### config.mk
export PLATFORM = sky130hd
export DESIGN_NAME = union_find_spanning_forest_filter
export DESIGN_NICKNAME = d
export VERILOG_FILES = /design/src/rtl/ufsf_pkg.sv /design/src/rtl/ufsf_front.sv /design/src/rtl/ufsf_back.sv /design/src/rtl/union_find_spanning_forest_filter.sv
export SDC_FILE = /design/constraint.sdc
export NUM_CORES = 1
export LEC_CHECK = 0
export ABC_AREA = 1
export ABC_CLOCK_PERIOD_IN_PS = 5600
export BUFFER_PORTS_ARGS = -buffer_cell sky130_fd_sc_hd__buf_4
export CAP_MARGIN = 10
export CORE_MARGIN = 2
export CORE_UTILIZATION = 50
export CTS_CLUSTER_SIZE = 25
export DETAILED_ROUTE_END_ITERATION = 8
export PLACE_DENSITY = 0.68
export SLEW_MARGIN = 20
export SYNTH_ARGS = -nofsm -noshare
export SYNTH_HDL_FRONTEND = slang
export SYNTH_HIERARCHICAL = 1
export SYNTH_SLANG_ARGS = --single-unit
### constraint.sdc
create_clock -name clk -period 5.6 [get_ports clk]
set_input_delay 0.28 -clock clk [delete_from_list [all_inputs] [get_ports clk]]
set_output_delay 0.28 -clock clk [all_outputs]
set_load 0.005 [all_outputs]
### src/rtl/ufsf_pkg.sv
`timescale 1ns / 1ps
`default_nettype none

package ufsf_pkg;

	localparam int NODE_COUNT = 16;
	localparam int NODE_W     = $clog2(NODE_COUNT);
	localparam int FIELD_W    = 4;
	localparam int TREE_W     = 4;
	localparam int COVER_W    = 5;
	localparam int CMDQ_DEPTH = 2;

	localparam logic [TREE_W-1:0]  TREE_MAX  = {TREE_W{1'b1}};
	localparam logic [COVER_W-1:0] COVER_MAX = {COVER_W{1'b1}};

	typedef struct packed {
		logic               op;
		logic [FIELD_W-1:0] node_a;
		logic [FIELD_W-1:0] node_b;
	} in_item_t;

	typedef struct packed {
		logic               accepted;
		logic [TREE_W-1:0]  tree_edge_count;
		logic [COVER_W-1:0] covered_node_count;
	} out_item_t;

	typedef enum logic [1:0] {
		CMD_EDGE,
		CMD_REJECT,
		CMD_CLEAR
	} cmd_kind_t;

	typedef struct packed {
		cmd_kind_t          kind;
		logic [FIELD_W-1:0] node_a;
		logic [FIELD_W-1:0] node_b;
	} cmd_t;

	typedef struct packed {
		logic valid;
		logic ready;
	} cmd_hs_t;

	typedef enum logic [1:0] {
		S_IDLE,
		S_FIND_A,
		S_FIND_B,
		S_COMMIT
	} state_t;

endpackage

`default_nettype wire

### src/rtl/ufsf_front.sv
`timescale 1ns / 1ps
`default_nettype none

module ufsf_front (
	input  wire logic            clk,
	input  wire logic            arst_n,
	input  wire logic            push,
	output logic                 full,
	input  wire ufsf_pkg::in_item_t item,
	output ufsf_pkg::cmd_t       cmd,
	input  wire logic            cmd_ready,
	output logic                 cmd_valid
);
	import ufsf_pkg::*;

	localparam int PTR_W = $clog2(CMDQ_DEPTH);
	localparam int CNT_W = $clog2(CMDQ_DEPTH + 1);

	cmd_t             fifo_q [CMDQ_DEPTH];
	logic [PTR_W-1:0] wr_q;
	logic [PTR_W-1:0] rd_q;
	logic [CNT_W-1:0] cnt_q;
	cmd_t             cls;
	logic             in_range;
	logic             do_push;
	logic             do_pop;

	assign in_range = (32'(item.node_a) < NODE_COUNT) && (32'(item.node_b) < NODE_COUNT);

	always_comb begin
		cls.node_a = item.node_a;
		cls.node_b = item.node_b;
		priority if (item.op) begin
			cls.kind = CMD_CLEAR;
		end else if (!in_range || item.node_a == item.node_b) begin
			cls.kind = CMD_REJECT;
		end else begin
			cls.kind = CMD_EDGE;
		end
	end

	assign full      = (cnt_q == CNT_W'(CMDQ_DEPTH));
	assign cmd_valid = (cnt_q != '0);
	assign cmd       = fifo_q[rd_q];
	assign do_push   = push && !full;
	assign do_pop    = cmd_valid && cmd_ready;

	always_ff @(posedge clk) begin
		if (do_push) begin
			fifo_q[wr_q] <= cls;
		end
	end

	always_ff @(posedge clk or negedge arst_n) begin
		if (!arst_n) begin
			wr_q  <= '0;
			rd_q  <= '0;
			cnt_q <= '0;
		end else begin
			if (do_push) begin
				wr_q <= (32'(wr_q) == CMDQ_DEPTH - 1) ? '0 : wr_q + 1'b1;
			end
			if (do_pop) begin
				rd_q <= (32'(rd_q) == CMDQ_DEPTH - 1) ? '0 : rd_q + 1'b1;
			end
			unique case ({do_push, do_pop})
				2'b10:   cnt_q <= cnt_q + 1'b1;
				2'b01:   cnt_q <= cnt_q - 1'b1;
				default: cnt_q <= cnt_q;
			endcase
		end
	end

endmodule

`default_nettype wire

### src/rtl/ufsf_back.sv
`timescale 1ns / 1ps
`default_nettype none

module ufsf_back (
	input  wire logic             clk,
	input  wire logic             arst_n,
	input  wire ufsf_pkg::cmd_t   cmd,
	input  wire logic             cmd_valid,
	output logic                  cmd_ready,
	output ufsf_pkg::out_item_t   result,
	output logic                  empty,
	input  wire logic             pop
);
	import ufsf_pkg::*;

	logic [NODE_W-1:0]  parent_q [NODE_COUNT];
	logic [NODE_COUNT-1:0] touched_q;
	logic [TREE_W-1:0]  tree_q;
	logic [COVER_W-1:0] cov_q;
	out_item_t          result_q;
	logic               out_valid_q;

	state_t             state_q, state_d;
	logic [NODE_W-1:0]  cur_q, cur_d;
	logic [NODE_W-1:0]  root_a_q, root_a_d;
	logic [NODE_W-1:0]  root_b_q, root_b_d;
	cmd_kind_t          kind_q;
	logic [NODE_W-1:0]  a_q;
	logic [NODE_W-1:0]  b_q;

	logic [NODE_W-1:0]  up;
	logic               slot_free;
	logic               commit;
	logic               link;
	logic [TREE_W-1:0]  tree_n;
	logic [COVER_W:0]   cov_sum;
	logic [COVER_W-1:0] cov_n;

	assign up        = parent_q[cur_q];
	assign slot_free = !out_valid_q || pop;
	assign link      = (kind_q == CMD_EDGE) && (root_a_q != root_b_q);
	assign tree_n    = (tree_q == TREE_MAX) ? tree_q : tree_q + 1'b1;
	assign cov_sum   = {1'b0, cov_q} + (COVER_W + 1)'(!touched_q[a_q])
		+ (COVER_W + 1)'(!touched_q[b_q]);
	assign cov_n     = (cov_sum > {1'b0, COVER_MAX}) ? COVER_MAX : cov_sum[COVER_W-1:0];

	always_comb begin
		state_d   = state_q;
		cur_d     = cur_q;
		root_a_d  = root_a_q;
		root_b_d  = root_b_q;
		cmd_ready = 1'b0;
		commit    = 1'b0;
		unique case (state_q)
			S_IDLE: begin
				cmd_ready = 1'b1;
				if (cmd_valid) begin
					cur_d   = NODE_W'(cmd.node_a);
					state_d = (cmd.kind == CMD_EDGE) ? S_FIND_A : S_COMMIT;
				end
			end
			S_FIND_A: begin
				if (up == cur_q) begin
					root_a_d = cur_q;
					cur_d    = b_q;
					state_d  = S_FIND_B;
				end else begin
					cur_d = up;
				end
			end
			S_FIND_B: begin
				if (up == cur_q) begin
					root_b_d = cur_q;
					state_d  = S_COMMIT;
				end else begin
					cur_d = up;
				end
			end
			S_COMMIT: begin
				if (slot_free) begin
					commit  = 1'b1;
					state_d = S_IDLE;
				end
			end
			default: state_d = S_IDLE;
		endcase
	end

	always_ff @(posedge clk or negedge arst_n) begin
		if (!arst_n) begin
			state_q <= S_IDLE;
		end else begin
			state_q <= state_d;
		end
	end

	always_ff @(posedge clk) begin
		cur_q    <= cur_d;
		root_a_q <= root_a_d;
		root_b_q <= root_b_d;
		if (cmd_ready && cmd_valid) begin
			kind_q <= cmd.kind;
			a_q    <= NODE_W'(cmd.node_a);
			b_q    <= NODE_W'(cmd.node_b);
		end
		if (commit) begin
			priority if (kind_q == CMD_CLEAR) begin
				result_q <= '{accepted: 1'b0, tree_edge_count: '0, covered_node_count: '0};
			end else if (link) begin
				result_q <= '{accepted: 1'b1, tree_edge_count: tree_n, covered_node_count: cov_n};
			end else begin
				result_q <= '{accepted: 1'b0, tree_edge_count: tree_q, covered_node_count: cov_q};
			end
		end
	end

	always_ff @(posedge clk or negedge arst_n) begin
		if (!arst_n) begin
			for (int i = 0; i < NODE_COUNT; i++) begin
				parent_q[i] <= NODE_W'(i);
			end
			touched_q   <= '0;
			tree_q      <= '0;
			cov_q       <= '0;
			out_valid_q <= 1'b0;
		end else begin
			if (commit) begin
				out_valid_q <= 1'b1;
			end else if (pop) begin
				out_valid_q <= 1'b0;
			end
			if (commit) begin
				priority if (kind_q == CMD_CLEAR) begin
					for (int i = 0; i < NODE_COUNT; i++) begin
						parent_q[i] <= NODE_W'(i);
					end
					touched_q <= '0;
					tree_q    <= '0;
					cov_q     <= '0;
				end else if (link) begin
					parent_q[root_a_q] <= root_b_q;
					touched_q          <= touched_q | (NODE_COUNT'(1) << a_q)
						| (NODE_COUNT'(1) << b_q);
					tree_q             <= tree_n;
					cov_q              <= cov_n;
				end else begin
					tree_q <= tree_q;
				end
			end
		end
	end

	assign result = result_q;
	assign empty  = !out_valid_q;

endmodule

`default_nettype wire

### src/rtl/union_find_spanning_forest_filter.sv
// Steps: a clear or rejected item goes from accept straight to commit; an edge
// walks from a, then from b, up to its root, one parent-table read per hop, then commits.
// One item at a time in the find sequencer, which waits in commit for a free result slot;
// a 2-entry command queue takes new items while the sequencer walks.
// Reset (arst_n low, asynchronous): every node its own root, marks and counts zero,
// both queues empty.
`timescale 1ns / 1ps
`default_nettype none

module union_find_spanning_forest_filter (
	input  wire logic                clk,
	input  wire logic                arst_n,
	input  wire logic                push,
	output logic                     full,
	input  wire ufsf_pkg::in_item_t  item,
	output logic                     empty,
	input  wire logic                pop,
	output ufsf_pkg::out_item_t      result
);
	import ufsf_pkg::*;

	cmd_t    cmd;
	cmd_hs_t hs;

	ufsf_front u_front (
		.clk       (clk),
		.arst_n    (arst_n),
		.push      (push),
		.full      (full),
		.item      (item),
		.cmd       (cmd),
		.cmd_ready (hs.ready),
		.cmd_valid (hs.valid)
	);

	ufsf_back u_back (
		.clk       (clk),
		.arst_n    (arst_n),
		.cmd       (cmd),
		.cmd_valid (hs.valid),
		.cmd_ready (hs.ready),
		.result    (result),
		.empty     (empty),
		.pop       (pop)
	);

endmodule

`default_nettype wire

-- Word level (Yosys, flattened, before mapping)
Memories as Yosys holds them, arrays and structs flattened.
Index checks and enable logic that the tools add are counted.
- bits in registers: 128
- bits in writable memories: 20
- memories: 1
- add/sub/neg operators: 7
- $lt $le $gt $ge: 6
- eq/ne operators: 16
- shift operators: 2
- mux-type cells: 43
- bitwise logic cells: 4
- reduce and logical (&&, ||, !) cells: 22
- memories (name ; words ; bits a word ; rd ports ; clocked after Yosys merged registers in ; write ports ; RTL line ; text):
    u_front.fifo_q ; 2 ; 10 ; 1 ; 0 ; 1 ; ufsf_front.sv:19 ; cmd_t fifo_q [CMDQ_DEPTH];
- operators with widths (kind ; count):
    $mux W64 ; 2
    $bwmux W64 ; 1
    $mux W4 ; 9
    $mux W16 ; 2
    $or A16 B16 Y16 ; 2
    $shl A1 B4 Y16 const A ; 2
    $bmux W4 S4 ; 1
    $demux W4 S4 ; 1
    $mux W5 ; 3
    $mux W1 ; 12
    $mux W2 ; 6
    $pmux W4 S3 ; 1
    $eq A2 B2 Y1 const B ; 5
    $ge A5 B5 Y1 const B ; 2
    $lt A4 B5 Y1 const B ; 2
    $mux W10 ; 1
    $not A4 Y5 ; 2
    $bmux W1 S4 ; 2
    $eq A4 B4 Y1 ; 2
    $ne A2 B1 Y1 const B ; 4
    $pmux W2 S4 ; 1
    $reduce_bool A2 Y1 ; 4
    $add A5 B1 Y6 ; 1
    $add A6 B1 Y6 ; 1
    19 further kinds ; 31

-- Depth between registers and ports, before layout
- depth in word-level cells: 9
- gate-level depth with buffers: 17
- gate-level depth less buffers: 16

-- By module
Netlist, hierarchy kept.
- modules (own cells, without submodules) (module ; instances ; cells each ; area each (sq um)):
    ufsf_back ; 1 ; 789 ; 6643.9
    ufsf_front ; 1 ; 97 ; 1028.5

-- Worst setup path after synthesis
OpenSTA, ideal clock, no wires.
- path type: register to register
- start: register u_back.a_q[0]
- end: register u_back.result_q, in the netlist u_back/result[4] (data pin)
- data arrival time: 2264 ps
- data required time: 5336 ps
- slack: 3072 ps
- cell stages (with the launch flop): 15
- buffers on the path: 0
- period minus slack after synthesis: 2528 ps
- cell sequence: edfxtp_1 -> nand2_1 -> inv_1 -> a221oi_1 -> a21oi_1 -> a32o_1 -> fa_1 -> inv_1 -> ha_1 -> nand2_1 -> nor2_1 -> xor2_1 -> nand2_1 -> nand2_1 -> a22oi_1
- cells in the longest elaborated chain, start to end: 8
- ends and longest elaborated chain (item ; RTL line ; text):
    from (decl) ; ufsf_back.sv:28 ; logic [NODE_W-1:0] a_q;
    from (signal assigned) ; ufsf_back.sv:103 ; a_q <= NODE_W'(cmd.node_a);
    $bmux W1 S4 (*) ; ufsf_back.sv:43 ; assign cov_sum = {1'b0, cov_q} + (COVER_W + 1)'(!touched_q[a_q])
    $mux W1 (not written as such) (*) ; ufsf_back.sv:43 ;
    $logic_not A1 Y1 (*) ; ufsf_back.sv:43 ;
    $add A5 B1 Y6 (*) ; ufsf_back.sv:43 ;
    $add A6 B1 Y6 (*) ; ufsf_back.sv:44 ; + (COVER_W + 1)'(!touched_q[b_q]);
    $gt A6 B5 Y1 ; ufsf_back.sv:45 ; assign cov_n = (cov_sum > {1'b0, COVER_MAX}) ? COVER_MAX : cov_sum[COVER_W-1:0];
    $mux W5 (*) ; ufsf_back.sv:45 ;
    $mux W10 (*) ; ufsf_back.sv:109 ; end else if (link) begin
    to (signal assigned) ; ufsf_back.sv:108 ; result_q <= '{accepted: 1'b0, tree_edge_count: '0, covered_node_count: '0};
    to (signal assigned) ; ufsf_back.sv:110 ; result_q <= '{accepted: 1'b1, tree_edge_count: tree_n, covered_node_count: cov_n};
    to (signal assigned) ; ufsf_back.sv:112 ; result_q <= '{accepted: 1'b0, tree_edge_count: tree_q, covered_node_count: cov_q};
    to (decl) ; ufsf_back.sv:20 ; out_item_t result_q;
Mark *: on every way between the ends. The rest lies on a longest branch, timed or not. The select of a mux whose other input is x is not followed.
A chain may end at the register's enable or synchronous reset.

-- Worst setup path in the final report
- start: register u_back.state_q[0]
- end: register u_back/parent_q[12] (netlist name)
- cells in the longest elaborated chain, start to end: 3
- ends and longest elaborated chain (item ; RTL line ; text):
    from (decl) ; ufsf_back.sv:23 ; state_t state_q, state_d;
    from (signal assigned) ; ufsf_back.sv:93 ; state_q <= state_d;
    $eq A2 B2 Y1 ; ufsf_back.sv:54 ; unique case (state_q)
    $mux W1 ; ufsf_back.sv:54 ;
    net u_back.commit ; ufsf_back.sv:33 ; logic commit;
    $reduce_and A2 Y1 (no source line) ; n/a ;
    to (signal, indexed assignment) ; ufsf_back.sv:120 ; parent_q[i] <= NODE_W'(i);
    to (signal, indexed assignment) ; ufsf_back.sv:135 ; parent_q[i] <= NODE_W'(i);
    to (signal, indexed assignment) ; ufsf_back.sv:141 ; parent_q[root_a_q] <= root_b_q;
    to (decl) ; ufsf_back.sv:16 ; logic [NODE_W-1:0] parent_q [NODE_COUNT];
The timed path passes the listed nets, and every way through them passes these cells.

==> impl_metrics.py <==
metrics = {
    "synthesis": {
        "yosysWarnings": 6,
        "ys_seq_area_share_pct": 52.2,
        "syn_area_um2": 7670,
        "synthDistinctLibCells": 47,
        "synth_cells": 886,
        "syn-mean-instance-area_um2": 8.66,
        "synth_area_leader_cell": "dfrtp_1",
        "synth_seq_cells": 148,
        "syn-num-nets": 907,
        "synth_top_area_share_pct": 20.9,
        "ys_top_cells_by_area": "dfrtp_1, edfxtp_1, dfstp_2, nand2_1, inv_1",
    },
    "routing": {
        "antenna_left": 0,
        "vias": 6158,
        "detail_route.first_pass.iterations": 7,
        "drt_drc_violations_left": 0,
        "drt_iter0_markers": 641,
        "post_drt_wl_per_cell_um": 16.2,
        "routed_via_density": 5.57,
        "wl_um": 17900,
    },
    "placed_design": {
        "placed_cell_area_um2": 7930,
        "dp_hpwl_um": 12400,
        "gp_congestion": 0.930,
        "portBuffers": 24,
    },
    "layout": {
        "area_growth_pct": 11.3,
        "fin_area_um2": 8540,
        "multi_input_area_um2": 2900,
        "drive_gt1_share_pct": 14.1,
        "fillers": 1371,
        "nets": 926,
        "antenna_cells": 0,
        "regArea_um2": 4000,
    },
    "timing": {
        "slew_viol_final": 0,
        "hold_viol_final": 0,
        "worst_pin_slew_ns": 0.973,
        "min_period_ns": 3.05,
        "fmax_mhz": 328,
        "finalCritPeriodShare_pct": 54.4,
        "rsz0062_at_grt": "false",
        "relSlewSlack_pct": 35.1,
        "fin_skew_ns": 0.00680,
        "final-setup-viol-count": 0,
        "setup_tns_ns": 0,
    },
    "outcome": {
        "status": "finished clean",
    },
    "floorplanning": {
        "core_area_um2": 15100,
        "die_h_um": 128,
        "die_width_um": 128,
        "die_area_um2": 16400,
        "placementRows": 45,
        "num_io_pins": 25,
        "start_util_pct": 50.8,
    },
    "cts": {
        "clk-insertion-delay-late_ns": 0.42,
        "clock_path_buffers": 2,
        "htree_levels": 4,
        "cts_sinks": 148,
        "cts_inserted_buffers": 17,
        "root_buffer": "clkbuf_16",
        "clk_transition_reported_paths_ns": 0.06,
        "post_cts_buffers": 0,
        "cts_tree": "yes",
    },
    "setup_path": {
        "crit_type": "flop to flop",
        "arrival_ns": 3.37,
        "cp-start-kind": "flop",
        "crit_fanout": 42,
        "cp.required_ns": 5.93,
        "crit_path_end_kind": "flop",
    },
    "global_route": {
        "globalRouteTotalUtil_pct": 23.4,
        "grt_max_degree": 51,
        "grt_pass1_vias": 5872,
        "grt_first_pass_wirelength_um": 30000,
        "antenna_found_initial": 0,
        "grt-ovfl-total": 0,
    },
    "hold_path": {
        "min_path_type": "input pin to flop",
    },
    "pwr": {
        "peakVddDrop_uv": 304,
        "p_per_area_nw_per_um2": 635,
        "power_leakage_nw": 3.76,
    },
    "run": {
        "maxCapViolations": 0,
    },
}
[final cells by class]
type | instances | area share, %
clock buffer | 18 | 5.02
clock inverter | 14 | 2.07
inverter | 151 | 6.72
multi-input combinational | 558 | 34.0
sequential | 148 | 46.9
tap | 188 | 2.75
timing repair buffer | 29 | 2.58
[repair_timing]
item / 4_1_cts / 5_1_grt
hold buffers: 1 / 0
resized for setup: 0 / 0
endpoints found under the hold margin: 32 / 0
[registers in the layout, indices dropped and copies added, names as in the netlist]
name	count
u_front/cnt_q	2
u_back/root_a_q	4
u_back/cov_q	5
u_back/touched_q	16
u_back/result	10
u_back/kind_q	2
u_back/b_q	4
u_back/cur_q	4
u_back/tree_q	4
u_front/wr_q	1
u_front/fifo_q	20
u_back/a_q	4
u_front/rd_q	1
u_back/state_q	2
u_back/root_b_q	4
u_back/out_valid_q	1
u_back/parent_q	64
[routing by layer]
| layer | share of wire [%] | vias to the layer above | GRT usage [%] |
|---|---|---|---|
| met5 | 0 | - | 0 |
| met4 | 1.4 | 0 | 8.27 |
| met3 | 6.4 | 25 | 5.01 |
| met2 | 45 | 224 | 35.0 |
| met1 | 47 | 2912 | 33.7 |
| li1 | - | 2997 | - |
[cell families after synthesis]
group / Yosys count / synth area share [%]
AOI/OAI and AO/OA: 175 / 14.4
xor gates and xnor gates: 9 / 1.03
adders and majority gates: 8 / 1.40
buffers and inverters: 180 / 10.0
DFF: 148 / 52.2
muxes: 1 / 0.130
and+or+nand+nor: 365 / 20.8
[cell usage after synthesis (all sizes together)]
library cell and number:
xor2 4, clkinv 5, dfstp 32, o311ai 15, nor4 1, nand4 7, o2111ai 1, inv 146
a21oi 23, dfrtp 64, edfxtp 52, nand3 87, a22oi 2, o31ai 1, a221oi 6, clkbuf 8
or2 6, nor2 49, o21a 1, o21ai 70, a32o 1, mux2i 1, nand2 214, xnor2 5
fa 1, o22ai 45, o211ai 9, nor3 1, ha 7, buf 21, a2bb2oi 1
[worst max-delay path, stage by stage (launching register included)]
cell     delay (ns)
dfrtp_1        0.39
ha_1           0.18
nand2_1        0.15
inv_1          0.40
nand2_2        0.43
inv_2          0.64
nand3_1        0.49
o22ai_1        0.25
[through the flow]
| stage | util (%) | cells | hold slack (ns) | setup WS [ns] | power [mW] |
|---|---|---|---|---|---|
| 2_1_floorplan | - | 886 | -0.0156 | 3.07 | 3.69 |
| 3_3_place_gp | 52.5 | 1073 | 0.331 | 2.63 | 4.19 |
| 3_5_place_dp | 52.5 | 1073 | 0.330 | 2.55 | 4.23 |
| 4_1_cts | 56.6 | 1106 | 0.0294 | 2.52 | 5.42 |
| 5_1_grt | 56.6 | 1106 | 0.0348 | 2.25 | 5.84 |
| 6_report | 56.6 | 1106 | 0.0457 | 2.55 | 5.42 |
[layout by cell type, fill, tap and decap left out, drive strengths merged, types with 7 or more instances in the layout]
| cell | n |
|---|---|
| nand2 | 214 |
| inv | 151 |
| nand3 | 87 |
| o21ai | 70 |
| dfrtp | 64 |
| edfxtp | 52 |
| nor2 | 49 |
| o22ai | 45 |
| dfstp | 32 |
| buf | 28 |
| a21oi | 23 |
| clkbuf | 18 |
| o311ai | 15 |
| o211ai | 9 |
| clkinv | 8 |
| nand4 | 7 |
| ha | 7 |
[power by group]
group	internal, mW	leakage, nW	switching [mW]
clock	0.706	0.288	0.463
combinational	0.750	1.85	1.47
sequential	1.71	1.63	0.316
[final timing paths]
kind,cells past startpoint,to,startpoint,slack [ns]
setup reg to reg,7,u_back/parent_q[12]$_DFFE_PN0P_,u_back/state_q[0]$_DFFE_PN0P_,2.55
hold reg to reg,2,u_back/parent_q[48]$_DFFE_PN1P_,u_back/parent_q[48]$_DFFE_PN1P_,0.47
hold / removal,1,u_front/fifo_q[0][0]$_DFFE_PP_,item[0],0.05
setup / recovery,7,u_back/parent_q[12]$_DFFE_PN0P_,u_back/state_q[0]$_DFFE_PN0P_,2.55
min in group asynchronous,2,u_back/parent_q[18]$_DFFE_PN0P_,arst_n,0.40
max in group asynchronous,3,u_back/touched_q[5]$_DFFE_PN0P_,arst_n,4.11
(Power assumes the default switching activity.)
